===== src/design/edq_pkg.sv =====
// Package for the EDF deadline queue: sizes, opcodes, status codes, the
// request/response beat structs and the controller->datapath command struct. No dependencies.
`default_nettype none
package edq_pkg;
    localparam int CAPACITY = 16;
    localparam int ID_BITS  = 16;
    localparam int IDX_W    = $clog2(CAPACITY);
    localparam int CNT_W    = $clog2(CAPACITY + 1);

    localparam logic [2:0] OP_ASSIGN = 3'd0;
    localparam logic [2:0] OP_UPDATE = 3'd1;
    localparam logic [2:0] OP_ADD    = 3'd2;
    localparam logic [2:0] OP_REMOVE = 3'd3;
    localparam logic [2:0] OP_PEEK   = 3'd4;
    localparam logic [2:0] OP_SELECT = 3'd5;
    localparam logic [2:0] OP_CLEAR  = 3'd6;
    localparam logic [2:0] OP_NOP    = 3'd7;

    localparam logic [2:0] ST_OK        = 3'd0;
    localparam logic [2:0] ST_BAD_ID    = 3'd1;
    localparam logic [2:0] ST_QUEUED    = 3'd2;
    localparam logic [2:0] ST_FULL      = 3'd3;
    localparam logic [2:0] ST_NOT_FOUND = 3'd4;

    typedef struct packed {
        logic [2:0]  opcode;
        logic [15:0] task_id;
        logic [31:0] deadline;
        logic [31:0] cur_tick;
    } req_t;

    typedef struct packed {
        logic [2:0]  status;
        logic [15:0] task_out;
        logic        ready_res;
        logic [4:0]  queue_len;
    } rsp_t;

    // controller -> datapath
    typedef struct packed {
        logic load;     // capture request
        logic lookup;   // register search results
        logic exec;     // apply operation
    } cmd_t;
endpackage
`default_nettype wire


===== src/design/edq_if.sv =====
// Valid/ready channel interface carrying a payload of type T.
// Depends on nothing.
`default_nettype none
interface edq_if #(parameter type T = logic) (input wire logic clk);
    logic valid;
    logic ready;
    T     data;
    modport source (output valid, output data, input ready);
    modport sink   (input valid, input data, output ready);
endinterface
`default_nettype wire


===== src/design/edf_deadline_queue_unit.sv =====
// Top level of the EDF deadline queue: controller plus datapath.
// Depends on edq_pkg, edq_if, edq_ctrl, edq_datapath.
//
//  channel | dir | beat payload
//  req     | in  | opcode, task_id, deadline, cur_tick
//  rsp     | out | status, task_out, ready_res, queue_len
//
// One beat at a time, in order: accept (load), lookup
// of registry and queue by parallel compare, exec with queue shift, output.
// Result is valid after the LOOK and EXEC states and held until taken;
// the next request beat is accepted the cycle after the result is taken.
// Reset clears registry valid bits and queue count; no clearing pass.
`default_nettype none
module edf_deadline_queue_unit (
    input  wire logic clk,
    input  wire logic rst_n,
    edq_if.sink       req,
    edq_if.source     rsp
);
    edq_pkg::cmd_t cmd;
    edq_pkg::rsp_t dp_rsp;

    edq_ctrl u_ctrl (
        .clk(clk), .rst_n(rst_n),
        .in_valid(req.valid), .in_ready(req.ready),
        .out_valid(rsp.valid), .out_ready(rsp.ready),
        .cmd(cmd)
    );

    edq_datapath u_dp (
        .clk(clk), .rst_n(rst_n),
        .cmd(cmd), .req(req.data), .rsp(dp_rsp)
    );

    assign rsp.data = dp_rsp;
endmodule
`default_nettype wire


===== src/design/edq_datapath.sv =====
// Datapath: registry, sorted ready queue, parallel search and shift.
// Depends on edq_pkg.
`default_nettype none
module edq_datapath (
    input  wire logic          clk,
    input  wire logic          rst_n,
    input  wire edq_pkg::cmd_t cmd,
    input  wire edq_pkg::req_t req,
    output edq_pkg::rsp_t      rsp
);
    localparam int N = edq_pkg::CAPACITY;
    localparam int IW = edq_pkg::IDX_W;
    localparam int CW = edq_pkg::CNT_W;

    // a strictly later than b, modulo 2^32
    function automatic logic is_later(input logic [31:0] a, input logic [31:0] b);
        logic [31:0] d;
        d = a - b;
        return (d != 32'd0) && !d[31];
    endfunction

    edq_pkg::req_t req_reg;
    logic [N-1:0]  reg_valid_reg;
    logic [edq_pkg::ID_BITS-1:0] reg_task_reg [N];
    logic [31:0]   reg_rel_reg [N];
    logic [edq_pkg::ID_BITS-1:0] q_task_reg [N];
    logic [31:0]   q_abs_reg [N];
    logic [CW-1:0] count_reg;
    logic [2:0]    status_reg;
    logic [15:0]   tout_reg;

    logic [edq_pkg::ID_BITS-1:0] id;
    assign id = req_reg.task_id[edq_pkg::ID_BITS-1:0];

    // lookup stage results
    logic          rhit_reg, qhit_reg, free_reg;
    logic [IW-1:0] rpos_reg, qpos_reg, fpos_reg;
    logic [31:0]   abs_reg;
    logic          rhit, qhit, free;
    logic [IW-1:0] rpos, qpos, fpos;
    logic [N-1:0]  later;
    logic [CW-1:0] ipos;

    always_comb
    begin
        rhit = 1'b0; qhit = 1'b0; free = 1'b0;
        rpos = '0; qpos = '0; fpos = '0;
        for (int i = N - 1; i >= 0; i--)
        begin
            if (reg_valid_reg[i] && reg_task_reg[i] == id)
            begin
                rhit = 1'b1; rpos = IW'(i);
            end
            if (CW'(i) < count_reg && q_task_reg[i] == id)
            begin
                qhit = 1'b1; qpos = IW'(i);
            end
            if (!reg_valid_reg[i])
            begin
                free = 1'b1; fpos = IW'(i);
            end
        end
    end

    // insertion point from the registered absolute deadline: first later entry
    always_comb
    begin
        for (int i = 0; i < N; i++)
            later[i] = (CW'(i) < count_reg) && is_later(q_abs_reg[i], abs_reg);
        ipos = count_reg;
        for (int i = N - 1; i >= 0; i--)
            if (later[i])
                ipos = CW'(i);
    end

    // operation decode for the exec cycle
    logic [2:0]  st;
    logic [15:0] tout;
    logic        reg_upd, reg_new, q_ins, q_del, q_pop, q_clr;

    always_comb
    begin
        st      = edq_pkg::ST_OK;
        tout    = 16'd0;
        reg_upd = 1'b0;
        reg_new = 1'b0;
        q_ins   = 1'b0;
        q_del   = 1'b0;
        q_pop   = 1'b0;
        q_clr   = 1'b0;
        if (req_reg.opcode <= edq_pkg::OP_REMOVE && id == '0)
            st = edq_pkg::ST_BAD_ID;
        else
        begin
            unique case (req_reg.opcode)
                edq_pkg::OP_ASSIGN, edq_pkg::OP_UPDATE:
                begin
                    if (rhit_reg)
                        reg_upd = 1'b1;
                    else if (req_reg.opcode == edq_pkg::OP_UPDATE)
                        st = edq_pkg::ST_NOT_FOUND;
                    else if (!free_reg)
                        st = edq_pkg::ST_FULL;
                    else
                        reg_new = 1'b1;
                end
                edq_pkg::OP_ADD:
                begin
                    if (count_reg >= CW'(N))
                        st = edq_pkg::ST_FULL;
                    else if (qhit_reg)
                        st = edq_pkg::ST_QUEUED;
                    else if (!rhit_reg)
                        st = edq_pkg::ST_NOT_FOUND;
                    else
                        q_ins = 1'b1;
                end
                edq_pkg::OP_REMOVE:
                begin
                    if (!qhit_reg)
                        st = edq_pkg::ST_NOT_FOUND;
                    else
                        q_del = 1'b1;
                end
                edq_pkg::OP_PEEK, edq_pkg::OP_SELECT:
                begin
                    if (count_reg == '0)
                        st = edq_pkg::ST_NOT_FOUND;
                    else
                    begin
                        tout  = 16'(q_task_reg[0]);
                        q_pop = (req_reg.opcode == edq_pkg::OP_SELECT);
                    end
                end
                edq_pkg::OP_CLEAR:
                    q_clr = 1'b1;
                default:
                    st = edq_pkg::ST_OK;
            endcase
        end
    end

    // control state with reset
    always_ff @(posedge clk or negedge rst_n)
    begin
        if (!rst_n)
        begin
            reg_valid_reg <= '0;
            count_reg     <= '0;
            status_reg    <= edq_pkg::ST_OK;
            tout_reg      <= 16'd0;
        end
        else if (cmd.exec)
        begin
            if (reg_new)
                reg_valid_reg[fpos_reg] <= 1'b1;
            if (q_ins)
                count_reg <= count_reg + CW'(1);
            else if (q_del || q_pop)
                count_reg <= count_reg - CW'(1);
            else if (q_clr)
                count_reg <= '0;
            status_reg <= st;
            tout_reg   <= tout;
        end
    end

    // request, lookup results and storage arrays; no reset needed
    always_ff @(posedge clk)
    begin
        if (cmd.load)
            req_reg <= req;
        if (cmd.lookup)
        begin
            rhit_reg <= rhit; qhit_reg <= qhit; free_reg <= free;
            rpos_reg <= rpos; qpos_reg <= qpos; fpos_reg <= fpos;
            abs_reg  <= req_reg.cur_tick + reg_rel_reg[rpos];
        end
        if (cmd.exec)
        begin
            if (reg_upd)
                reg_rel_reg[rpos_reg] <= req_reg.deadline;
            if (reg_new)
            begin
                reg_task_reg[fpos_reg] <= id;
                reg_rel_reg[fpos_reg]  <= req_reg.deadline;
            end
            if (q_ins)
            begin
                for (int i = 1; i < N; i++)
                    if (CW'(i) > ipos)
                    begin
                        q_task_reg[i] <= q_task_reg[i-1];
                        q_abs_reg[i]  <= q_abs_reg[i-1];
                    end
                q_task_reg[ipos[IW-1:0]] <= id;
                q_abs_reg[ipos[IW-1:0]]  <= abs_reg;
            end
            if (q_del || q_pop)
            begin
                for (int i = 0; i < N - 1; i++)
                    if (q_pop || IW'(i) >= qpos_reg)
                    begin
                        q_task_reg[i] <= q_task_reg[i+1];
                        q_abs_reg[i]  <= q_abs_reg[i+1];
                    end
            end
        end
    end

    // length fields follow the queue count, already updated by exec
    assign rsp = {status_reg, tout_reg, count_reg != '0, 5'(count_reg)};
endmodule
`default_nettype wire


===== src/design/edq_ctrl.sv =====
// Controller: sequences load, lookup, exec and output hold.
// Depends on edq_pkg.
`default_nettype none
module edq_ctrl (
    input  wire logic           clk,
    input  wire logic           rst_n,
    input  wire logic           in_valid,
    output logic                in_ready,
    output logic                out_valid,
    input  wire logic           out_ready,
    output edq_pkg::cmd_t       cmd
);
    localparam logic [1:0] S_IDLE = 2'd0;
    localparam logic [1:0] S_LOOK = 2'd1;
    localparam logic [1:0] S_EXEC = 2'd2;
    localparam logic [1:0] S_OUT  = 2'd3;

    logic [1:0] state_reg, state_next;

    assign in_ready  = state_reg == S_IDLE;
    assign out_valid = state_reg == S_OUT;
    // load, lookup, exec
    assign cmd = {in_ready && in_valid, state_reg == S_LOOK, state_reg == S_EXEC};

    always_comb
    begin
        state_next = state_reg;
        unique case (state_reg)
            S_IDLE: if (in_valid) state_next = S_LOOK;
            S_LOOK: state_next = S_EXEC;
            S_EXEC: state_next = S_OUT;
            S_OUT:  if (out_ready) state_next = S_IDLE;
            default: state_next = S_IDLE;
        endcase
    end

    always_ff @(posedge clk or negedge rst_n)
    begin
        if (!rst_n)
            state_reg <= S_IDLE;
        else
            state_reg <= state_next;
    end

    a_one_cmd: assert property (@(posedge clk) disable iff (!rst_n)
        $onehot0(cmd)) else $error("overlapping commands");
    a_exec_then_out: assert property (@(posedge clk) disable iff (!rst_n)
        cmd.exec |=> out_valid) else $error("no result after exec");
    a_look_after_load: assert property (@(posedge clk) disable iff (!rst_n)
        cmd.load |=> cmd.lookup) else $error("lookup skipped");
endmodule
`default_nettype wire


===== src/flat_wrapper.sv =====
// flat-port wrapper written by rule: the top's interface ports become plain ports
module edf_deadline_queue_unit_flat 
  (clk, rst_n, req_valid, req_data, req_ready, rsp_valid, rsp_data, rsp_ready);
  edq_if #(.T(edq_pkg::req_t)) req_i (.clk(clk));
  edq_if #(.T(edq_pkg::rsp_t)) rsp_i (.clk(clk));
  input  wire logic clk;
  input  wire logic rst_n;
  input wire logic [$bits(req_i.valid)-1:0] req_valid;
  input wire logic [$bits(req_i.data)-1:0] req_data;
  output wire logic [$bits(req_i.ready)-1:0] req_ready;
  output wire logic [$bits(rsp_i.valid)-1:0] rsp_valid;
  output wire logic [$bits(rsp_i.data)-1:0] rsp_data;
  input wire logic [$bits(rsp_i.ready)-1:0] rsp_ready;
  assign req_i.valid = req_valid;
  assign req_i.data = req_data;
  assign req_ready = req_i.ready;
  assign rsp_valid = rsp_i.valid;
  assign rsp_data = rsp_i.data;
  assign rsp_i.ready = rsp_ready;
  edf_deadline_queue_unit u_core (.clk(clk), .rst_n(rst_n), .req(req_i), .rsp(rsp_i));
endmodule

===== config.mk =====
export PLATFORM = sky130hd
export DESIGN_NAME = edf_deadline_queue_unit_flat
export DESIGN_NICKNAME = d
export VERILOG_FILES = /design/src/design/edq_pkg.sv /design/src/design/edq_if.sv /design/src/design/edf_deadline_queue_unit.sv /design/src/design/edq_datapath.sv /design/src/design/edq_ctrl.sv /design/src/flat_wrapper.sv
export SDC_FILE = /design/constraint.sdc
export NUM_CORES = 2
export LEC_CHECK = 0
export BUFFER_PORTS_ARGS = -buffer_cell sky130_fd_sc_hd__buf_2
export CAP_MARGIN = 0
export CORE_MARGIN = 3
export CORE_UTILIZATION = 30
export CTS_CLUSTER_DIAMETER = 60
export DETAILED_ROUTE_END_ITERATION = 16
export GPL_ROUTABILITY_DRIVEN = 0
export SYNTH_ARGS = -nofsm -noshare
export SYNTH_HDL_FRONTEND = slang
export SYNTH_SLANG_ARGS = --single-unit

===== constraint.sdc =====
create_clock -name clk -period 20.2 [get_ports clk]
set_input_delay 4.04 -clock clk [delete_from_list [all_inputs] [get_ports clk]]
set_output_delay 4.04 -clock clk [all_outputs]
set_load 0.05 [all_outputs]

Word-level counts from Yosys, hierarchy flattened. Memories as Yosys holds them, arrays and structs flattened. Index checks and enable logic that the tools add are counted.

Order comparisons: 50. Reduce and logical (&&, ||, !) cells: 138. $add $sub $neg: 19. Equal/unequal tests: 43. Bitwise gates (word level): 29. Mux-type cells: 272.

Operators with widths (count): == test 16 bit (32); 2-to-1 mux 32 bit (16); nonzero test 32 bit (16); subtractor 32 bit (16); 2-to-1 mux 16 bit (18); 2-to-1 mux 1 bit (158); 2-to-1 mux 4 bit (35); 2-to-1 mux 5 bit (19); logical AND 1 bit (67); OR reduction 32 bit (2); 2-to-1 mux 3 bit (16); greater-than comparator 4 x 5 -> 1 bit, first input constant (8); < comparator 4 x 5 -> 1 bit, first input constant (8); adder 32 bit (1); OR reduction 15 bit (2); greater-or-equal comparator 4 bit, first input constant (7); bitwise OR 1 bit (28); greater-than comparator 3 x 5 -> 1 bit, first input constant (4); < comparator 3 x 5 -> 1 bit, first input constant (4); greater-or-equal comparator 3 x 4 -> 1 bit, first input constant (4); zero test 1 bit (16); zero test 16 bit (1); logical OR 1 bit (16); bitwise OR 16 bit (1); 36 further kinds (56).

Word-level logic and storage cells: 577. Memories: 4. Bits of input ports: 87. Memory bits (writable): 1536. Output and inout bits: 27. Bits in registers: 172.

Memories: u_core.u_dp.q_abs_reg (depth 16, bits a word 32, read ports 16, clocked after memory_dff 0, write ports 16, line edq_datapath.sv:27) `logic [31:0] q_abs_reg [N];`; u_core.u_dp.reg_rel_reg (depth 16, bits a word 32, read ports 1, clocked after memory_dff 0, write ports 1, line edq_datapath.sv:25) `logic [31:0] reg_rel_reg [N];`; u_core.u_dp.q_task_reg (depth 16, bits a word 16, read ports 16, clocked after memory_dff 0, write ports 16, line edq_datapath.sv:26) `logic [edq_pkg::ID_BITS-1:0] q_task_reg [N];`; u_core.u_dp.reg_task_reg (depth 16, bits a word 16, read ports 16, clocked after memory_dff 0, write ports 1, line edq_datapath.sv:24) `logic [edq_pkg::ID_BITS-1:0] reg_task_reg [N];`.

Depth between registers and ports, before layout. An unclocked memory read counts as a cell.

Depth after elaboration: 27. Gate-level depth with buffers: 38. Mapped depth without buffers: 34.

Hierarchy. A second synthesis with hierarchy kept.

Cells, all modules: 10354. Area, all modules: 113536.4 sq um.

Modules (own cells, without submodules): edq_datapath (seq. area each 51028.9 sq um, times used 1, area each 113370.0 sq um, cells an instance 10340); edq_ctrl (seq. area each 50.0 sq um, times used 1, area each 166.4 sq um, cells an instance 14).

Least setup slack after synthesis. No wires, ideal clock.

Kind: register to register. Start point: register u_core.u_dp.abs_reg[1]. End point: memory u_core.u_dp.q_abs_reg[11][0], enable pin. Period minus slack after synthesis: 9203 ps. Arrival time: 8683 ps. Cell stages (with the launch flop): 19. Library setup time: 520 ps. Path buffers: 1. Setup slack: 10997 ps. Required time: 19680 ps. Cell sequence: edfxtp_1 > inv_1 > clkbuf_1 > ha_1 > nor2b_1 > o31a_1 > o21a_1 > a221o_1 > a31oi_2 > o211ai_1 > and3_1 > or3_1 > a2111oi_1 > a21o_1 > nand4_1 > o21bai_2 > nand2_2 > nor2_1 > o21ai_0.

RTL lines: start, declared (line edq_datapath.sv:38) `logic [31:0] abs_reg;`; start signal, assigned (line edq_datapath.sv:177) `abs_reg <= req_reg.cur_tick + reg_rel_reg[rpos];`; end, declared (line edq_datapath.sv:27).

Final worst setup path.
Start point: register u_core.u_dp.req_reg (netlist bit u_core.u_dp.id[8]). End point: register u_core.u_dp.abs_reg[29], data pin.

Word-level cells in the longest chain between the ends: 20. Elaborated cells on any way between the ends: 50. Classes of those cells: 1 x add/sub; 16 x eq/ne; 16 x mux; 16 x reduce/logical; 1 x memory.

RTL lines: start, declared (line edq_datapath.sv:22) `edq_pkg::req_t req_reg;`; start signal, assigned (line edq_datapath.sv:172) `req_reg <= req;`; == test 16 bit (line edq_datapath.sv:50) `if (reg_valid_reg[i] && reg_task_reg[i] == id)`; logical AND 1 bit (line edq_datapath.sv:50); 2-to-1 mux 4 bit (15 in a row) (line edq_datapath.sv:50); 2-to-1 mux 4 bit (*) (line edq_datapath.sv:50); memory (16 x 32 bit) (*); adder 32 bit (*) (line edq_datapath.sv:177).

Mark *: on every way between the ends. The rest lies on a longest branch, timed or not. A chain may end at the register's enable or synchronous reset.

==> flow_summary_export.csv <==
group,metric,value,unit
logic_synthesis,synth_top_area_cell,"edfxtp_1",
sta,slew_headroom,12.06,%
sta,tns,0,ps
power_and_ir_drop,p_per_area,119.4,nW/um^2
worst_setup_path,rr_endpoint,"u_core.u_dp.abs_reg[29]",
floorplan,die_y,619.5,microns
power_and_ir_drop,p_leak,0.04556,uW
hold_path,min_to,"u_core.u_dp.status_reg[2]",
drt,drtPass1Iterations,8,
worst_setup_path,arrival,11380,ps
logic_synthesis,yosysSeqAreaShare,45.23,%
layout,fin_nets,10917,
clocking,ctsLongestPathBuffers,4,
place,port_buffers,113,
worst_setup_path,endpoint_kind,"register",
sta,finalHoldViolations,0,
clocking,postCtsResizedCells,0,
clocking,hold_buffers,0,
worst_setup_path,reg2reg_slack,9420,ps
power_and_ir_drop,p_switching,6288,uW
worst_setup_path,path_max_fanout,59,
worst_setup_path,required,20800,ps
floorplan,core_area,373600,sq um
logic_synthesis,syn-num-nets,10997,
logic_synthesis,syn_avg_cell_area,10.90,sq um
clocking,htree_levels,4,
grt,grt_pass1_wl,573000,microns
floorplan,die_area,383800,sq um
drt,wire_per_inst,25.85,microns
place,hpwl,277700,microns
hold_path,hold_depth,2,
logic_synthesis,synth_edf_count,1666,
logic_synthesis,syn_area,112900,sq um
drt,drt_wl_total,398400,microns
logic_synthesis,synthCells,10359,
power_and_ir_drop,max-vdd-ir-drop,129.2,uV
logic_synthesis,synthTopCellsByArea,"edfxtp_1, mux2i_1, ha_1",
grt,grt_max_degree,227,
worst_setup_path,crit_slowest_cell,"a21boi_4",
sta,worst_slew_pin_slew,1305,ps
sta,max_freq,92.75,MHz
logic_synthesis,netlist.area_leader.share,44.30,%
clocking,cts_root_buffer,"clkbuf_16",
drt,post-route-drc-count,0,
worst_setup_path,slowest_delay,890,ps
power_and_ir_drop,swShare,41.86,%
layout,fillers,37105,
drt,vias,87803,
logic_synthesis,ys.flop_type,"edfxtp_1",
grt,grt_use_total,19.86,%
sta,fin_crit_sh,53.37,%
power_and_ir_drop,comb_power_share,44.5,%
sta,setup_violations,0,
power_and_ir_drop,power.total,15020,uW
power_and_ir_drop,p_seq_share,30.8,%
sta,rsz0062_at_grt,"false",
clocking,clkSinkCount,1708,
layout,final_core_util,33.66,%
grt,grt_pass1_vias,80891,
logic_synthesis,synth_top_cells_by_count,"edfxtp_1, mux2i_1, a21oi_1, nor2_1, ha_1",
drt,viasPerCell,5.697,
outcome,outcome,"completed",
clocking,tritoncts,"done",
clocking,cts_setup_buffers,0,
floorplan,io_pins,114,
worst_setup_path,r2r_cells,33,
power_and_ir_drop,pwr-share-clk,24.7,%
job,cap_viol_max_count,0,
grt,antenna_found_initial,19,
logic_synthesis,yosysWarningCount,0,
sta,skew,112.2,ps
layout,multi_input_area,58840,sq um
hold_path,min_from,"u_core.u_dp.status_reg[2]",
drt,first_iter_violations,10540,
logic_synthesis,synth_most_common_cell,"edfxtp_1",
floorplan,rows,224,
drt,detail-route-antenna-nets,0,
worst_setup_path,r2r-start,"u_core.u_dp.id[8]",
hold_path,hold_path.class,"register to register",
sta,maxSlewViolCount,0,
sta,timing.hold.ws,495.7,ps
logic_synthesis,yosysUniqueCellTypes,104,
worst_setup_path,cp-start-kind,"register",
floorplan,initial_core_util,30.23,%
layout,area_growth,11.37,%
floorplan,die_w,619.5,microns
clocking,cts_buffers,196,
worst_setup_path,worst-setup-path-type,"register to register",
clocking,clk_pin_slew_worst_paths,70,ps
clocking,insertion_delay,910,ps
layout,drive_gt1_share,11.84,%
grt,grt-ovfl-total,0,
sta,period_needed,10780,ps
logic_synthesis,async_reset_ff_share,2.459,%
power_and_ir_drop,p_int,8734,uW
layout,regArea,51080,sq um
logic_synthesis,ys_seq_elements,1708,
[metrics by stage]
stage | instances | worst slack (ps) | cell area, sq um
CTS | 15401 | 9441 | 125700
detailed placement | 15053 | 9564 | 119100
global placement | 15053 | 9523 | 119100
floorplan | 10359 | 11000 | 112900
global route | 15406 | 8501 | 125700
finish | 15413 | 9418 | 125800
[cell usage in the layout (no fill, tap or decap), types with 180 or more instances in the layout]
master	count
a211oi_1	245
a21oi_1	721
buf_4	180
clkbuf_16	197
edfxtp_1	1666
ha_1	533
inv_1	255
mux2_2	432
mux2i_1	934
nand2_1	485
nor2_1	594
o21ai_0	427
xnor2_1	395
xor2_1	319
[layout make-up]
class                      count  area share (%)
multi-input combinational   7794           46.79
sequential                  1708           40.61
tap                         4972           4.946
clock buffer                 234           4.086
timing repair buffer         294           1.540
clock inverter               114           1.151
inverter                     285          0.8506
antenna                       12         0.02388
[routing by layer]
metal,track usage [%],vias to the layer above,routed length (microns)
met5,0,-,69
met3,3.196,733,34500
met4,8.482,12,18630
li1,-,39585,-
met2,30.89,4190,177000
met1,27.23,43283,168200
[power by group through the flow]
stage               registers (uW)  clock network [uW]  logic [uW]
finish                        4620                3720        6680
detailed placement            4690                   0        6480
global placement              4680                   0        6460
floorplan                     4580                   0        4390
CTS                           4610                3770        6520
global route                  4630                3900        7170
[worst max-delay path: cells and delay by family (launching register included)]
family | cells | cell delay, ps
XOR/XNOR | 2 | 210
AO/OA/AOI/OAI | 15 | 4190
adder cells (fa/ha/maj) | 1 | 370
AND/OR/NAND/NOR | 8 | 1500
flip-flops | 1 | 320
buffers and inverters | 6 | 3280
multiplexers | 1 | 400
[worst max-delay path by stage]
stage	startpoint	cells after the start	endpoint	slack, ps
6_report	u_core.u_dp.id[8]	33	u_core.u_dp.abs_reg[29]	9420
5_1_grt	u_core.u_dp.id[8]	33	u_core.u_dp.abs_reg[29]	8500
4_1_cts	u_core.u_dp.id[8]	33	u_core.u_dp.abs_reg[29]	9440
3_5_place_dp	u_core.u_dp.id[8]	33	u_core.u_dp.abs_reg[29]	9560
3_3_place_gp	u_core.u_dp.id[8]	33	u_core.u_dp.abs_reg[29]	9520
2_1_floorplan	u_core.u_dp.abs_reg[1]	18	u_core.u_dp.q_abs_reg[11][0]	11000
[kinds of logic (layout without fill, tap and decap cells)]
logic type | count (synthesis) | after routing | share of synthesized area [%]
other | 0 | 12 | 0
xor gates and xnor gates | 714 | 714 | 5.538
adders and majority gates | 551 | 551 | 6.218
AOI/OAI and AO/OA | 2534 | 2534 | 14.89
and+or+nand+nor | 2544 | 2544 | 11.61
muxes | 1451 | 1451 | 13.43
buffers and inverters | 857 | 927 | 3.076
DFF | 1708 | 1708 | 45.23
Power figures use the tool's default switching activity.
